File: config.mk
export PLATFORM = sky130hd
export DESIGN_NAME = turtle_plotter_raster
export DESIGN_NICKNAME = d
export VERILOG_FILES = /design/src/tpr_pkg.sv /design/src/tpr_ctrl.sv /design/src/tpr_datapath.sv /design/src/turtle_plotter_raster.sv
export SDC_FILE = /design/constraint.sdc
export NUM_CORES = 2
export LEC_CHECK = 0
export ABC_AREA = 1
export CORE_MARGIN = 3
export CORE_UTILIZATION = 54
export CTS_CLUSTER_DIAMETER = 30
export DETAILED_ROUTE_END_ITERATION = 8
export DONT_BUFFER_PORTS = 1
export PLACE_DENSITY = 0.72
export SLEW_MARGIN = 20
export SYNTH_ARGS = -nofsm -noshare
export SYNTH_HDL_FRONTEND = slang
export SYNTH_HIERARCHICAL = 1
export SYNTH_SLANG_ARGS = --single-unit
File: constraint.sdc
create_clock -name clk -period 9.59 [get_ports clk]
set_clock_uncertainty 0.2 [all_clocks]
set_input_delay 1.918 -clock clk [delete_from_list [all_inputs] [get_ports clk]]
set_output_delay 1.918 -clock clk [all_outputs]
set_load 0.005 [all_outputs]
File: src/tpr_pkg.sv
`timescale 1ns / 1ps
// ----------------------------------------------------------------------------
// tpr_pkg - shared types and constants of the turtle plotter
// Opcodes, headings, controller states, register indexes and the command /
// status bundles between controller and datapath.
// ----------------------------------------------------------------------------
package tpr_pkg;

  // Command opcodes carried in the op field
  typedef enum logic [2:0] {
    OP_PEN_UP     = 3'd0,
    OP_PEN_DOWN   = 3'd1,
    OP_TURN_RIGHT = 3'd2,
    OP_TURN_LEFT  = 3'd3,
    OP_FORWARD    = 3'd4,
    OP_PRINT      = 3'd5
  } op_t;

  // Heading, clockwise from north
  typedef enum logic [1:0] {
    HEAD_NORTH = 2'd0,
    HEAD_EAST  = 2'd1,
    HEAD_SOUTH = 2'd2,
    HEAD_WEST  = 2'd3
  } heading_t;

  // Controller states
  typedef enum logic [2:0] {
    ST_IDLE,
    ST_STEP,
    ST_LOAD,
    ST_MARK,
    ST_PR_RD,
    ST_PR_OUT
  } state_t;

  // Configuration register indexes and widths
  localparam int CFG_IDX_W  = 2;
  localparam int CFG_DATA_W = 7;
  localparam logic [CFG_IDX_W-1:0] CFG_WIDTH  = 2'd0;
  localparam logic [CFG_IDX_W-1:0] CFG_HEIGHT = 2'd1;
  localparam logic [6:0] RESET_WIDTH  = 7'd50;
  localparam logic [4:0] RESET_HEIGHT = 5'd8;

  // Width of area dimensions (holds up to 127)
  localparam int DIM_W = 7;

  // Controller -> datapath
  typedef struct packed {
    logic accept;      // input request taken this cycle
    logic step;        // move one cell along the heading
    logic mark;        // write back the current row with the cell set
    logic print_sel;   // read port addressed by the print row
    logic print_load;  // load the output register, advance print row
  } cmd_t;

  // Datapath -> controller
  typedef struct packed {
    logic pen_down;
    logic last_step;   // one step left
    logic steps_zero;  // no steps left
    logic out_free;    // output register empty or being drained
    logic print_last;  // current print row is the final one
  } status_t;

endpackage

File: src/tpr_ctrl.sv
`timescale 1ns / 1ps
// ----------------------------------------------------------------------------
// tpr_ctrl - command sequencer of the turtle plotter
// Takes one request at a time and steps the datapath through moves, row
// read-modify-write marking and the row-by-row print run.
// ----------------------------------------------------------------------------
module tpr_ctrl
  import tpr_pkg::*;
(
  input  logic    clk,
  input  logic    rst_n,
  input  logic    in_valid,
  input  op_t     in_op,
  input  logic    in_steps_zero,
  output logic    in_ready,
  input  status_t st,
  output cmd_t    cmd
);

  state_t state_r, state_nxt;

  // State register
  always_ff @(posedge clk) begin
    if (!rst_n) begin
      state_r <= ST_IDLE;
    end else begin
      state_r <= state_nxt;
    end
  end

  // Next state
  always_comb begin
    state_nxt = state_r;
    unique case (state_r)
      ST_IDLE: begin
        if (in_valid) begin
          unique case (in_op)
            OP_PEN_DOWN: state_nxt = ST_LOAD;
            OP_FORWARD:  state_nxt = in_steps_zero ? ST_IDLE : ST_STEP;
            OP_PRINT:    state_nxt = ST_PR_RD;
            default:     state_nxt = ST_IDLE;
          endcase
        end
      end
      ST_STEP: begin
        if (st.pen_down) begin
          state_nxt = ST_LOAD;
        end else if (st.last_step) begin
          state_nxt = ST_IDLE;
        end
      end
      ST_LOAD:  state_nxt = ST_MARK;
      ST_MARK:  state_nxt = st.steps_zero ? ST_IDLE : ST_STEP;
      ST_PR_RD: state_nxt = ST_PR_OUT;
      ST_PR_OUT: begin
        if (st.out_free) begin
          state_nxt = st.print_last ? ST_IDLE : ST_PR_RD;
        end
      end
      default: state_nxt = ST_IDLE;
    endcase
  end

  // Outputs
  always_comb begin
    in_ready       = (state_r == ST_IDLE);
    cmd.accept     = (state_r == ST_IDLE) && in_valid;
    cmd.step       = (state_r == ST_STEP);
    cmd.mark       = (state_r == ST_MARK);
    cmd.print_sel  = (state_r == ST_PR_RD) || (state_r == ST_PR_OUT);
    cmd.print_load = (state_r == ST_PR_OUT) && st.out_free;
  end

  // A step is never issued with the step count drained
  a_step_has_work: assert property (@(posedge clk) disable iff (!rst_n)
    cmd.step |-> !st.steps_zero)
    else $error("step issued with no steps left");

  // Every mark is preceded by the row read
  a_mark_after_load: assert property (@(posedge clk) disable iff (!rst_n)
    (state_r == ST_MARK) |-> $past(state_r == ST_LOAD))
    else $error("mark without preceding row read");

endmodule

File: src/tpr_datapath.sv
`timescale 1ns / 1ps
// ----------------------------------------------------------------------------
// tpr_datapath - turtle state, drawing grid and output register
// Holds pen, heading and position, the row memory with per-row valid bits,
// the step counter and print row counter, and the result register.
// ----------------------------------------------------------------------------
module tpr_datapath
  import tpr_pkg::*;
#(
  parameter int MAX_WIDTH  = 64,
  parameter int MAX_HEIGHT = 16
) (
  input  logic             clk,
  input  logic             rst_n,
  input  cmd_t             cmd,
  output status_t          st,
  input  op_t              in_op,
  input  logic [7:0]       in_steps,
  input  logic [6:0]       width_in_use,
  input  logic [4:0]       height_in_use,
  input  logic             out_ready,
  output logic             out_valid,
  output logic [3:0]       out_row_index,
  output logic [63:0]      out_row_bits,
  output logic             out_last
);

  localparam int CW = $clog2(MAX_WIDTH);
  localparam int RW = $clog2(MAX_HEIGHT);

  // Turtle state
  logic           pen_r;
  heading_t       heading_r;
  logic [CW-1:0]  col_r, col_nxt;
  logic [RW-1:0]  row_r, row_nxt;
  logic [7:0]     steps_r;
  logic [RW-1:0]  pidx_r;

  // Grid memory, valid bit per row stands in for a clear
  logic [MAX_WIDTH-1:0]  mem [MAX_HEIGHT];
  logic [MAX_HEIGHT-1:0] row_vld_r;
  logic [MAX_WIDTH-1:0]  rd_data_r;
  logic                  rd_vld_r;
  logic [RW-1:0]         rd_addr;
  logic [MAX_WIDTH-1:0]  rd_row;

  // Output register
  logic        out_valid_r;
  logic [3:0]  out_idx_r;
  logic [63:0] out_bits_r;
  logic        out_last_r;

  logic [DIM_W-1:0]     eff_w, eff_h;
  logic [DIM_W-1:0]     col_ext, row_ext, pidx_ext;
  logic [MAX_WIDTH-1:0] mask;

  // Effective area: zero acts as one, oversize clamps to the maximum
  always_comb begin
    if (width_in_use == '0) begin
      eff_w = DIM_W'(1);
    end else if (width_in_use > DIM_W'(MAX_WIDTH)) begin
      eff_w = DIM_W'(MAX_WIDTH);
    end else begin
      eff_w = width_in_use;
    end
    if (height_in_use == '0) begin
      eff_h = DIM_W'(1);
    end else if (DIM_W'(height_in_use) > DIM_W'(MAX_HEIGHT)) begin
      eff_h = DIM_W'(MAX_HEIGHT);
    end else begin
      eff_h = DIM_W'(height_in_use);
    end
  end

  assign col_ext  = DIM_W'(col_r);
  assign row_ext  = DIM_W'(row_r);
  assign pidx_ext = DIM_W'(pidx_r);

  // Column mask for print
  always_comb begin
    for (int j = 0; j < MAX_WIDTH; j++) begin
      mask[j] = (DIM_W'(j) < eff_w);
    end
  end

  // One step with edge clamping
  always_comb begin
    col_nxt = col_r;
    row_nxt = row_r;
    if (cmd.step) begin
      unique case (heading_r)
        HEAD_NORTH: if (row_r != '0) row_nxt = row_r - RW'(1);
        HEAD_EAST:  if (col_ext + DIM_W'(1) < eff_w) col_nxt = col_r + CW'(1);
        HEAD_SOUTH: if (row_ext + DIM_W'(1) < eff_h) row_nxt = row_r + RW'(1);
        HEAD_WEST:  if (col_r != '0) col_nxt = col_r - CW'(1);
        default:    ;
      endcase
    end
  end

  // Turtle registers and counters
  always_ff @(posedge clk) begin
    if (!rst_n) begin
      pen_r     <= 1'b0;
      heading_r <= HEAD_EAST;
      col_r     <= '0;
      row_r     <= '0;
      steps_r   <= '0;
      pidx_r    <= '0;
    end else begin
      col_r <= col_nxt;
      row_r <= row_nxt;
      if (cmd.accept) begin
        unique case (in_op)
          OP_PEN_UP:     pen_r     <= 1'b0;
          OP_PEN_DOWN:   pen_r     <= 1'b1;
          OP_TURN_RIGHT: heading_r <= heading_t'(heading_r + 2'd1);
          OP_TURN_LEFT:  heading_r <= heading_t'(heading_r - 2'd1);
          OP_FORWARD:    steps_r   <= in_steps;
          OP_PRINT:      pidx_r    <= '0;
          default:       ;
        endcase
      end else if (cmd.step) begin
        steps_r <= steps_r - 8'd1;
      end else if (cmd.print_load) begin
        pidx_r <= pidx_r + RW'(1);
      end
    end
  end

  // Row memory: one read port, one write port
  assign rd_addr = cmd.print_sel ? pidx_r : row_r;
  assign rd_row  = rd_vld_r ? rd_data_r : '0;

  always_ff @(posedge clk) begin
    rd_data_r <= mem[rd_addr];
    rd_vld_r  <= row_vld_r[rd_addr];
    if (cmd.mark) begin
      mem[row_r] <= rd_row | (MAX_WIDTH'(1) << col_r);
    end
  end

  always_ff @(posedge clk) begin
    if (!rst_n) begin
      row_vld_r <= '0;
    end else if (cmd.mark) begin
      row_vld_r[row_r] <= 1'b1;
    end
  end

  // Result register
  always_ff @(posedge clk) begin
    if (!rst_n) begin
      out_valid_r <= 1'b0;
    end else if (cmd.print_load) begin
      out_valid_r <= 1'b1;
    end else if (out_ready) begin
      out_valid_r <= 1'b0;
    end
  end

  always_ff @(posedge clk) begin
    if (cmd.print_load) begin
      out_idx_r  <= pidx_ext[3:0];
      out_bits_r <= 64'(rd_row & mask);
      out_last_r <= st.print_last;
    end
  end

  // Status
  always_comb begin
    st.pen_down   = pen_r;
    st.last_step  = (steps_r == 8'd1);
    st.steps_zero = (steps_r == 8'd0);
    st.out_free   = !out_valid_r || out_ready;
    st.print_last = (pidx_ext + DIM_W'(1) == eff_h);
  end

  assign out_valid     = out_valid_r;
  assign out_row_index = out_idx_r;
  assign out_row_bits  = out_bits_r;
  assign out_last      = out_last_r;

  // A forward run is always drained before the next request
  a_steps_drained: assert property (@(posedge clk) disable iff (!rst_n)
    cmd.accept |-> st.steps_zero)
    else $error("request taken with steps pending");

  // A row is only loaded into a free output register
  a_load_free: assert property (@(posedge clk) disable iff (!rst_n)
    cmd.print_load |-> (!out_valid_r || out_ready))
    else $error("output register overwritten");

endmodule

File: src/turtle_plotter_raster.sv
`timescale 1ns / 1ps
// ----------------------------------------------------------------------------
// turtle_plotter_raster - turtle-graphics rasterizer over a one-bit grid
// Pen, heading and position drive marks into a row memory; print streams
// the rows in use, masked to the configured width.
// ----------------------------------------------------------------------------
// Sequencing: one request is handled at a time. Pen up, turns, unused
// opcodes and a forward of zero steps need only the request; pen down goes
// through the request, a row read, then the write back. Forward takes the
// request, then per step a move and, with the pen down, a row read and a
// write back, since each mark is a read-modify-write of one row through the
// registered read port of the grid memory. Print takes the request, then per
// row a memory read and an output register load, which waits out any stall
// on out_tready; the next request is accepted while the final row still
// waits in the output register. The grid is cleared at reset through per-row
// valid bits, so no clearing pass is needed and requests are taken right away.
// ----------------------------------------------------------------------------
module turtle_plotter_raster
  import tpr_pkg::*;
#(
  parameter int MAX_WIDTH  = 64,
  parameter int MAX_HEIGHT = 16
) (
  input  logic                  clk,
  input  logic                  rst_n,
  // input stream
  input  logic                  in_tvalid,
  output logic                  in_tready,
  input  logic [15:0]           in_tdata,   // [2:0] op, [10:3] step_count, rest zero
  // result stream
  output logic                  out_tvalid,
  input  logic                  out_tready,
  output logic [71:0]           out_tdata,  // [3:0] row_index, [67:4] row_bits, rest zero
  output logic                  out_tlast,  // last_row
  // configuration writes
  input  logic                  cfg_valid,
  output logic                  cfg_ready,
  input  logic [CFG_IDX_W-1:0]  cfg_index,
  input  logic [CFG_DATA_W-1:0] cfg_data
);

  logic [6:0]  width_r;
  logic [4:0]  height_r;
  op_t         in_op;
  logic [7:0]  in_steps;
  cmd_t        cmd;
  status_t     st;
  logic [3:0]  row_index;
  logic [63:0] row_bits;

  // Configuration registers
  assign cfg_ready = 1'b1;

  always_ff @(posedge clk) begin
    if (!rst_n) begin
      width_r  <= RESET_WIDTH;
      height_r <= RESET_HEIGHT;
    end else if (cfg_valid) begin
      if (cfg_index == CFG_WIDTH) begin
        width_r <= cfg_data;
      end else if (cfg_index == CFG_HEIGHT) begin
        height_r <= cfg_data[4:0];
      end
    end
  end

  // Request fields
  assign in_op    = op_t'(in_tdata[2:0]);
  assign in_steps = in_tdata[10:3];

  tpr_ctrl u_ctrl (
    .clk           (clk),
    .rst_n         (rst_n),
    .in_valid      (in_tvalid),
    .in_op         (in_op),
    .in_steps_zero (in_steps == 8'd0),
    .in_ready      (in_tready),
    .st            (st),
    .cmd           (cmd)
  );

  tpr_datapath #(
    .MAX_WIDTH  (MAX_WIDTH),
    .MAX_HEIGHT (MAX_HEIGHT)
  ) u_datapath (
    .clk           (clk),
    .rst_n         (rst_n),
    .cmd           (cmd),
    .st            (st),
    .in_op         (in_op),
    .in_steps      (in_steps),
    .width_in_use  (width_r),
    .height_in_use (height_r),
    .out_ready     (out_tready),
    .out_valid     (out_tvalid),
    .out_row_index (row_index),
    .out_row_bits  (row_bits),
    .out_last      (out_tlast)
  );

  // Result packing
  assign out_tdata = {4'b0, row_bits, row_index};

endmodule

; ---- Word-level counts from Yosys, hierarchy flattened
; Memory sizes are Yosys's and may differ from the RTL's. A register that Yosys moved wholly into a read port is not among the register bits.
; Index checks and enable logic that the tools add are counted.
[totals]
inputBits = 30
ff_bits = 127
out_inout_bits = 76
word_cells = 199
mem_count = 1
ramBits = 1024
[memory_table]
columns = memory, words, word_bits, read_ports, rd_clocked_by_memory_dff, wr, line_no
row1 = u_datapath.mem, 16, 64, 1, 1, 1, tpr_datapath.sv:40  ; logic [MAX_WIDTH-1:0] mem [MAX_HEIGHT];
[op_classes]
n_addsub = 11
n_reduce_logical = 32
shifts = 1
n_lt_le_gt_ge = 71
mux = 38
n_eq_ne = 26
n_bitwise = 4
[op_table]
columns = cell, count
row1 = $lt A6 B7 Y1 const A, 32
row2 = $lt A5 B7 Y1 const A, 16
row3 = $and A64 B64 Y64, 1
row4 = $mux W64, 1
row5 = $or A64 B64 Y64, 1
row6 = $shl A1 B6 Y64 const A, 1
row7 = $lt A4 B7 Y1 const A, 8
row8 = $lt A3 B7 Y1 const A, 4
row9 = $mux W4, 7
row10 = $mux W8, 3
row11 = $mux W7, 3
row12 = $pmux W3 S6, 1
row13 = $logic_not A8 Y1, 2
row14 = $ne A2 B1 Y1 const B, 8
row15 = $or A16 B16 Y16, 1
row16 = $mux W3, 5
row17 = $lt A1 B7 Y1 const A, 2
row18 = $lt A2 B7 Y1 const A, 2
row19 = $lt A7 B7 Y1, 2
row20 = $reduce_bool A2 Y1, 7
row21 = $eq A3 B2 Y1 const B, 4
row22 = $eq A3 B3 Y1 const B, 4
row23 = $mux W6, 2
row24 = $pmux W6 S2, 1
row25 = 41 further kinds, 65

; ---- Depth between registers and ports, before layout
[depth]
depth_word = 7
ltp_mapped = 17
mapped_depth_nobuf = 15

; ---- By module
; The synthesis kept the hierarchy.
[modules_own_cells]
columns = mod, instances, area_per_inst_um2, cells_each, seq_area_each_um2
row1 = tpr_datapath, 1, 49209.7, 4133, 34963.5
row2 = turtle_plotter_raster, 1, 571.8, 85, 240.2
row3 = tpr_ctrl, 1, 314.1, 57, 60.1

; ---- Worst setup path after synthesis
; Ideal clock, no wire load.
[synth_timing]
path_type = in2reg
startpoint = input out_tready
endpoint = register u_datapath.pidx_r[0]
required_time_ps = 9274
setup_ps = 116
path_slack_ps = -571
path_buffers = 0
stages = 10
arrival_time_ps = 9845
path_cell_list = inv_1 > nand2_1 > inv_1 > nor4_1 > inv_1 > nor3_1 > a31oi_1 > inv_1 > o21ai_0 > o211a_1
[synth_rtl]
columns = item, line_no
row1 = from (decl), turtle_plotter_raster.sv:32  ; input logic out_tready,
row2 = to (signal assigned), tpr_datapath.sv:126  ; pidx_r <= pidx_r + RW'(1);
row3 = to (decl), tpr_datapath.sv:37  ; logic [RW-1:0] pidx_r;

==> results.yml <==
layout:
  final_cells: 5695
  drive_above_1_share_pct: 10.6
  seq_area_sq_um: 35300
  multi_input_area_sq_um: 11500
  finish.utilization_pct: 63.0
  syn_to_final_growth_pct: 15.5
  n_fill_cell: 6640
  layout.nets: 4358
worst_setup_path:
  cp.arrival_ns: 5.11
  critPathSlowestCell: "buf_4"
  path_buf_inv: 3
  cp_slowest_stage_delay_ns: 0.84
  cp-end-kind: "flop"
  cp_data_required_time_ns: 10.04
  path_cells: "inv_2 -> nor2_1 -> nand2_1 -> o21ai_4 -> buf_12 -> buf_4 -> a21oi_1 -> o21ai_0 -> nand3_1 -> nand3_1 -> nand2_1"
  crit_family: "buffers and inverters"
  worstPathMaxFanout: 271
  crit_type: "reg -> reg"
  start_kind: "flop"
power_and_ir_drop:
  p_int_w: 0.0100
  p_leak_nw: 21.9
  p_per_area_nw_per_um2: 222
  combPwrFrac_pct: 2.8
  seqPwrFrac_pct: 45.2
  clkPwrFrac_pct: 52.0
  swShare_pct: 21.6
  irDropWorstVdd_uv: 178
  p_switching_w: 0.00277
  power.total_w: 0.0128
timing:
  rsz0062_at_grt: "no"
  holdWs_ns: 0.263
  setup_viol: 0
  final.period_utilization_pct: 48.6
  fin_crit_ns: 4.66
  drv_slew: 0
  relSlewSlack_pct: 17.7
  max_freq_ghz: 0.215
  finalHoldViolCount: 0
  fin_setup_tns_ns: 0
  tightestPinTransition_ns: 1.23
clocking:
  h-tree-depth: 4
  path_clk_slew_ns: 0.05
  clock_sinks: 1215
  post_cts_buffers: 0
  cts_hold_buf: 0
  cts_root_buffer: "clkbuf_16"
  cts_buffer_depth: 3
  cts_buffers: 181
  cts_tree: "built"
  cts_resized: 0
  clk_latency_ns: 0.76
global_routing:
  antenna_found_initial: 4
  grt_usage_pct: 26.1
  grt_overflow: 0
  grt_pass1_vias: 31100
  grt_max_degree: 272
  grt_pass1_wl_mm: 190
logic_synthesis:
  synth-main-ff-cell: "edfxtp_1"
  async_flop_share_pct: 0
  seq_area_frac_synth_pct: 70.4
  synth-edff-count: 1093
  ys_types: 46
  synth_warnings: 6
  ys_ff_latch: 1215
  syn-cell-area_sq_um: 50100
  syn_area_per_cell_sq_um: 11.7
  synth_cells: 4275
place:
  dpl.hpwl_mm: 65.2
  gp_congestion: 0.886
  placed_cells_incl_taps: 5350
  port_buffers: 0
floorplan:
  initial_core_util_pct: 54.6
  fp.dieH_um: 311
  dieArea_sq_um: 96500
  core_area_sq_um: 91800
  ios: 106
  row_count: 111
  die_w_um: 311
detailed_routing:
  dr.pass1.iters: 6
  drc: 0
  initialDrtViolationCount: 4131
  avgRoutedWirePerCell_um: 22.4
  num_vias: 33200
  vias_per_cell: 5.83
  wl_mm: 128
  ant_nets: 0
run:
  maxCapViolations: 0
hold_path:
  hold_class: "reg -> reg"
outcome:
  outcome: "finished clean"
## per-stage QoR
| step | cell area [sq um] | worst slack [ns] |
|---|---|---|
| global route | 57900 | 4.69 |
| global placement | 51400 | 5.10 |
| CTS | 57700 | 5.08 |
| floorplan | 50100 | 2.43 |
| detailed placement | 51400 | 5.07 |
| finish | 57900 | 4.93 |
## cell families (layout without fill, tap and decap cells)
logic type	after synthesis	count (layout)	synth area share [%]
flip-flops	1215	1215	70.4
buffers and inverters	919	1092	7.25
AND/OR/NAND/NOR	1020	1020	8.81
XOR/XNOR	17	17	0.297
other	2	6	0.0150
adder cells (fa/ha/maj)	35	35	0.904
AO/OA/AOI/OAI	1067	1067	12.3
## worst paths after layout
path              slack, ns                  endpoint                    start  cells after the start
hold / removal         0.26   u_datapath/row_vld_r[6]  u_datapath/row_vld_r[6]                      2
hold reg to reg        0.26   u_datapath/row_vld_r[6]  u_datapath/row_vld_r[6]                      2
setup / recovery       4.93  u_datapath/rd_data_r[18]        u_ctrl/state_r[2]                     11
setup reg to reg       4.93  u_datapath/rd_data_r[18]        u_ctrl/state_r[2]                     11
## sequential cells by signal, indices dropped and copies added (netlist names), 5 cells and up
register and flops:
u_datapath/row_vld_r 16, u_datapath/steps_r 8, u_datapath/col_r 6, height_r 5, u_datapath/mem 1024, u_datapath/rd_data_r 64
u_datapath/out_row_bits 64, width_r 7
## cell usage in the layout (no fill, tap or decap), types with 5 or more instances in the layout
| cell type | instances |
|---|---|
| o221ai_1 | 33 |
| clkinv_2 | 26 |
| a21oi_1 | 366 |
| buf_4 | 85 |
| a2111oi_1 | 6 |
| bufinv_16 | 21 |
| clkinvlp_4 | 19 |
| nor2_4 | 18 |
| nand2_1 | 490 |
| a211oi_1 | 18 |
| xor2_1 | 14 |
| nor2_1 | 114 |
| inv_1 | 645 |
| conb_1 | 5 |
| a2111oi_0 | 19 |
| o22ai_1 | 22 |
| o21ai_0 | 375 |
| edfxtp_1 | 1093 |
| o22ai_2 | 14 |
| nand4_1 | 11 |
| clkbuf_8 | 6 |
| inv_2 | 8 |
| clkbuf_1 | 20 |
| inv_6 | 33 |
| nor3_1 | 20 |
| clkinv_1 | 10 |
| ha_1 | 33 |
| dfxtp_1 | 120 |
| clkinv_4 | 16 |
| clkbuf_16 | 183 |
| o211ai_1 | 198 |
| nand3_1 | 349 |
## synth_stat cells, drive strengths merged, types with 18 or more instances
master,number,area [sq um]
edfxtp,1093,32800
inv,656,2460
nand2,494,1860
o21ai,381,1910
a21oi,366,1830
nand3,351,1770
o211ai,198,1490
buf,141,712
nor2,135,543
dfxtp,122,2440
clkbuf,119,447
o22ai,36,225
ha,33,413
o221ai,33,289
a2111oi,26,228
nor3,23,125
a211oi,18,135
## worst register-to-register path: cells and delay by family, from the launching register on
kind,cells,cell delay (ns)
AOI/OAI and AO/OA,3,0.62
DFF,1,0.53
buffers and inverters,3,1.95
and+or+nand+nor,5,1.27
## layer usage
| metal | up-vias | share of wire [%] | track usage, % |
|---|---|---|---|
| li1 | 15200 | - | - |
| met1 | 16000 | 39 | 35.0 |
| met2 | 1726 | 47 | 40.6 |
| met3 | 342 | 10 | 5.51 |
| met4 | 2 | 4.7 | 13.1 |
| met5 | - | 0.011 | 0 |
## final cells by class
cell class | instances | share of cell area [%]
inverter | 659 | 4.30
tap | 1243 | 2.69
sequential | 1215 | 60.9
timing repair buffer | 92 | 1.31
clock inverter | 132 | 2.71
antenna | 1 | 0.00432
multi-input combinational | 2144 | 19.9
clock buffer | 209 | 8.19
## power groups by stage
stage | Clock [W] | Combinational, W | Sequential (W)
finish | 0.00666 | 0.000360 | 0.00579
global route | 0.00698 | 0.000392 | 0.00579
CTS | 0.00673 | 0.000349 | 0.00579
detailed placement | 0 | 0.000345 | 0.00590
global placement | 0 | 0.000337 | 0.00590
floorplan | 0 | 0.000241 | 0.00589
Note: power is estimated with default switching activity, not from simulation.
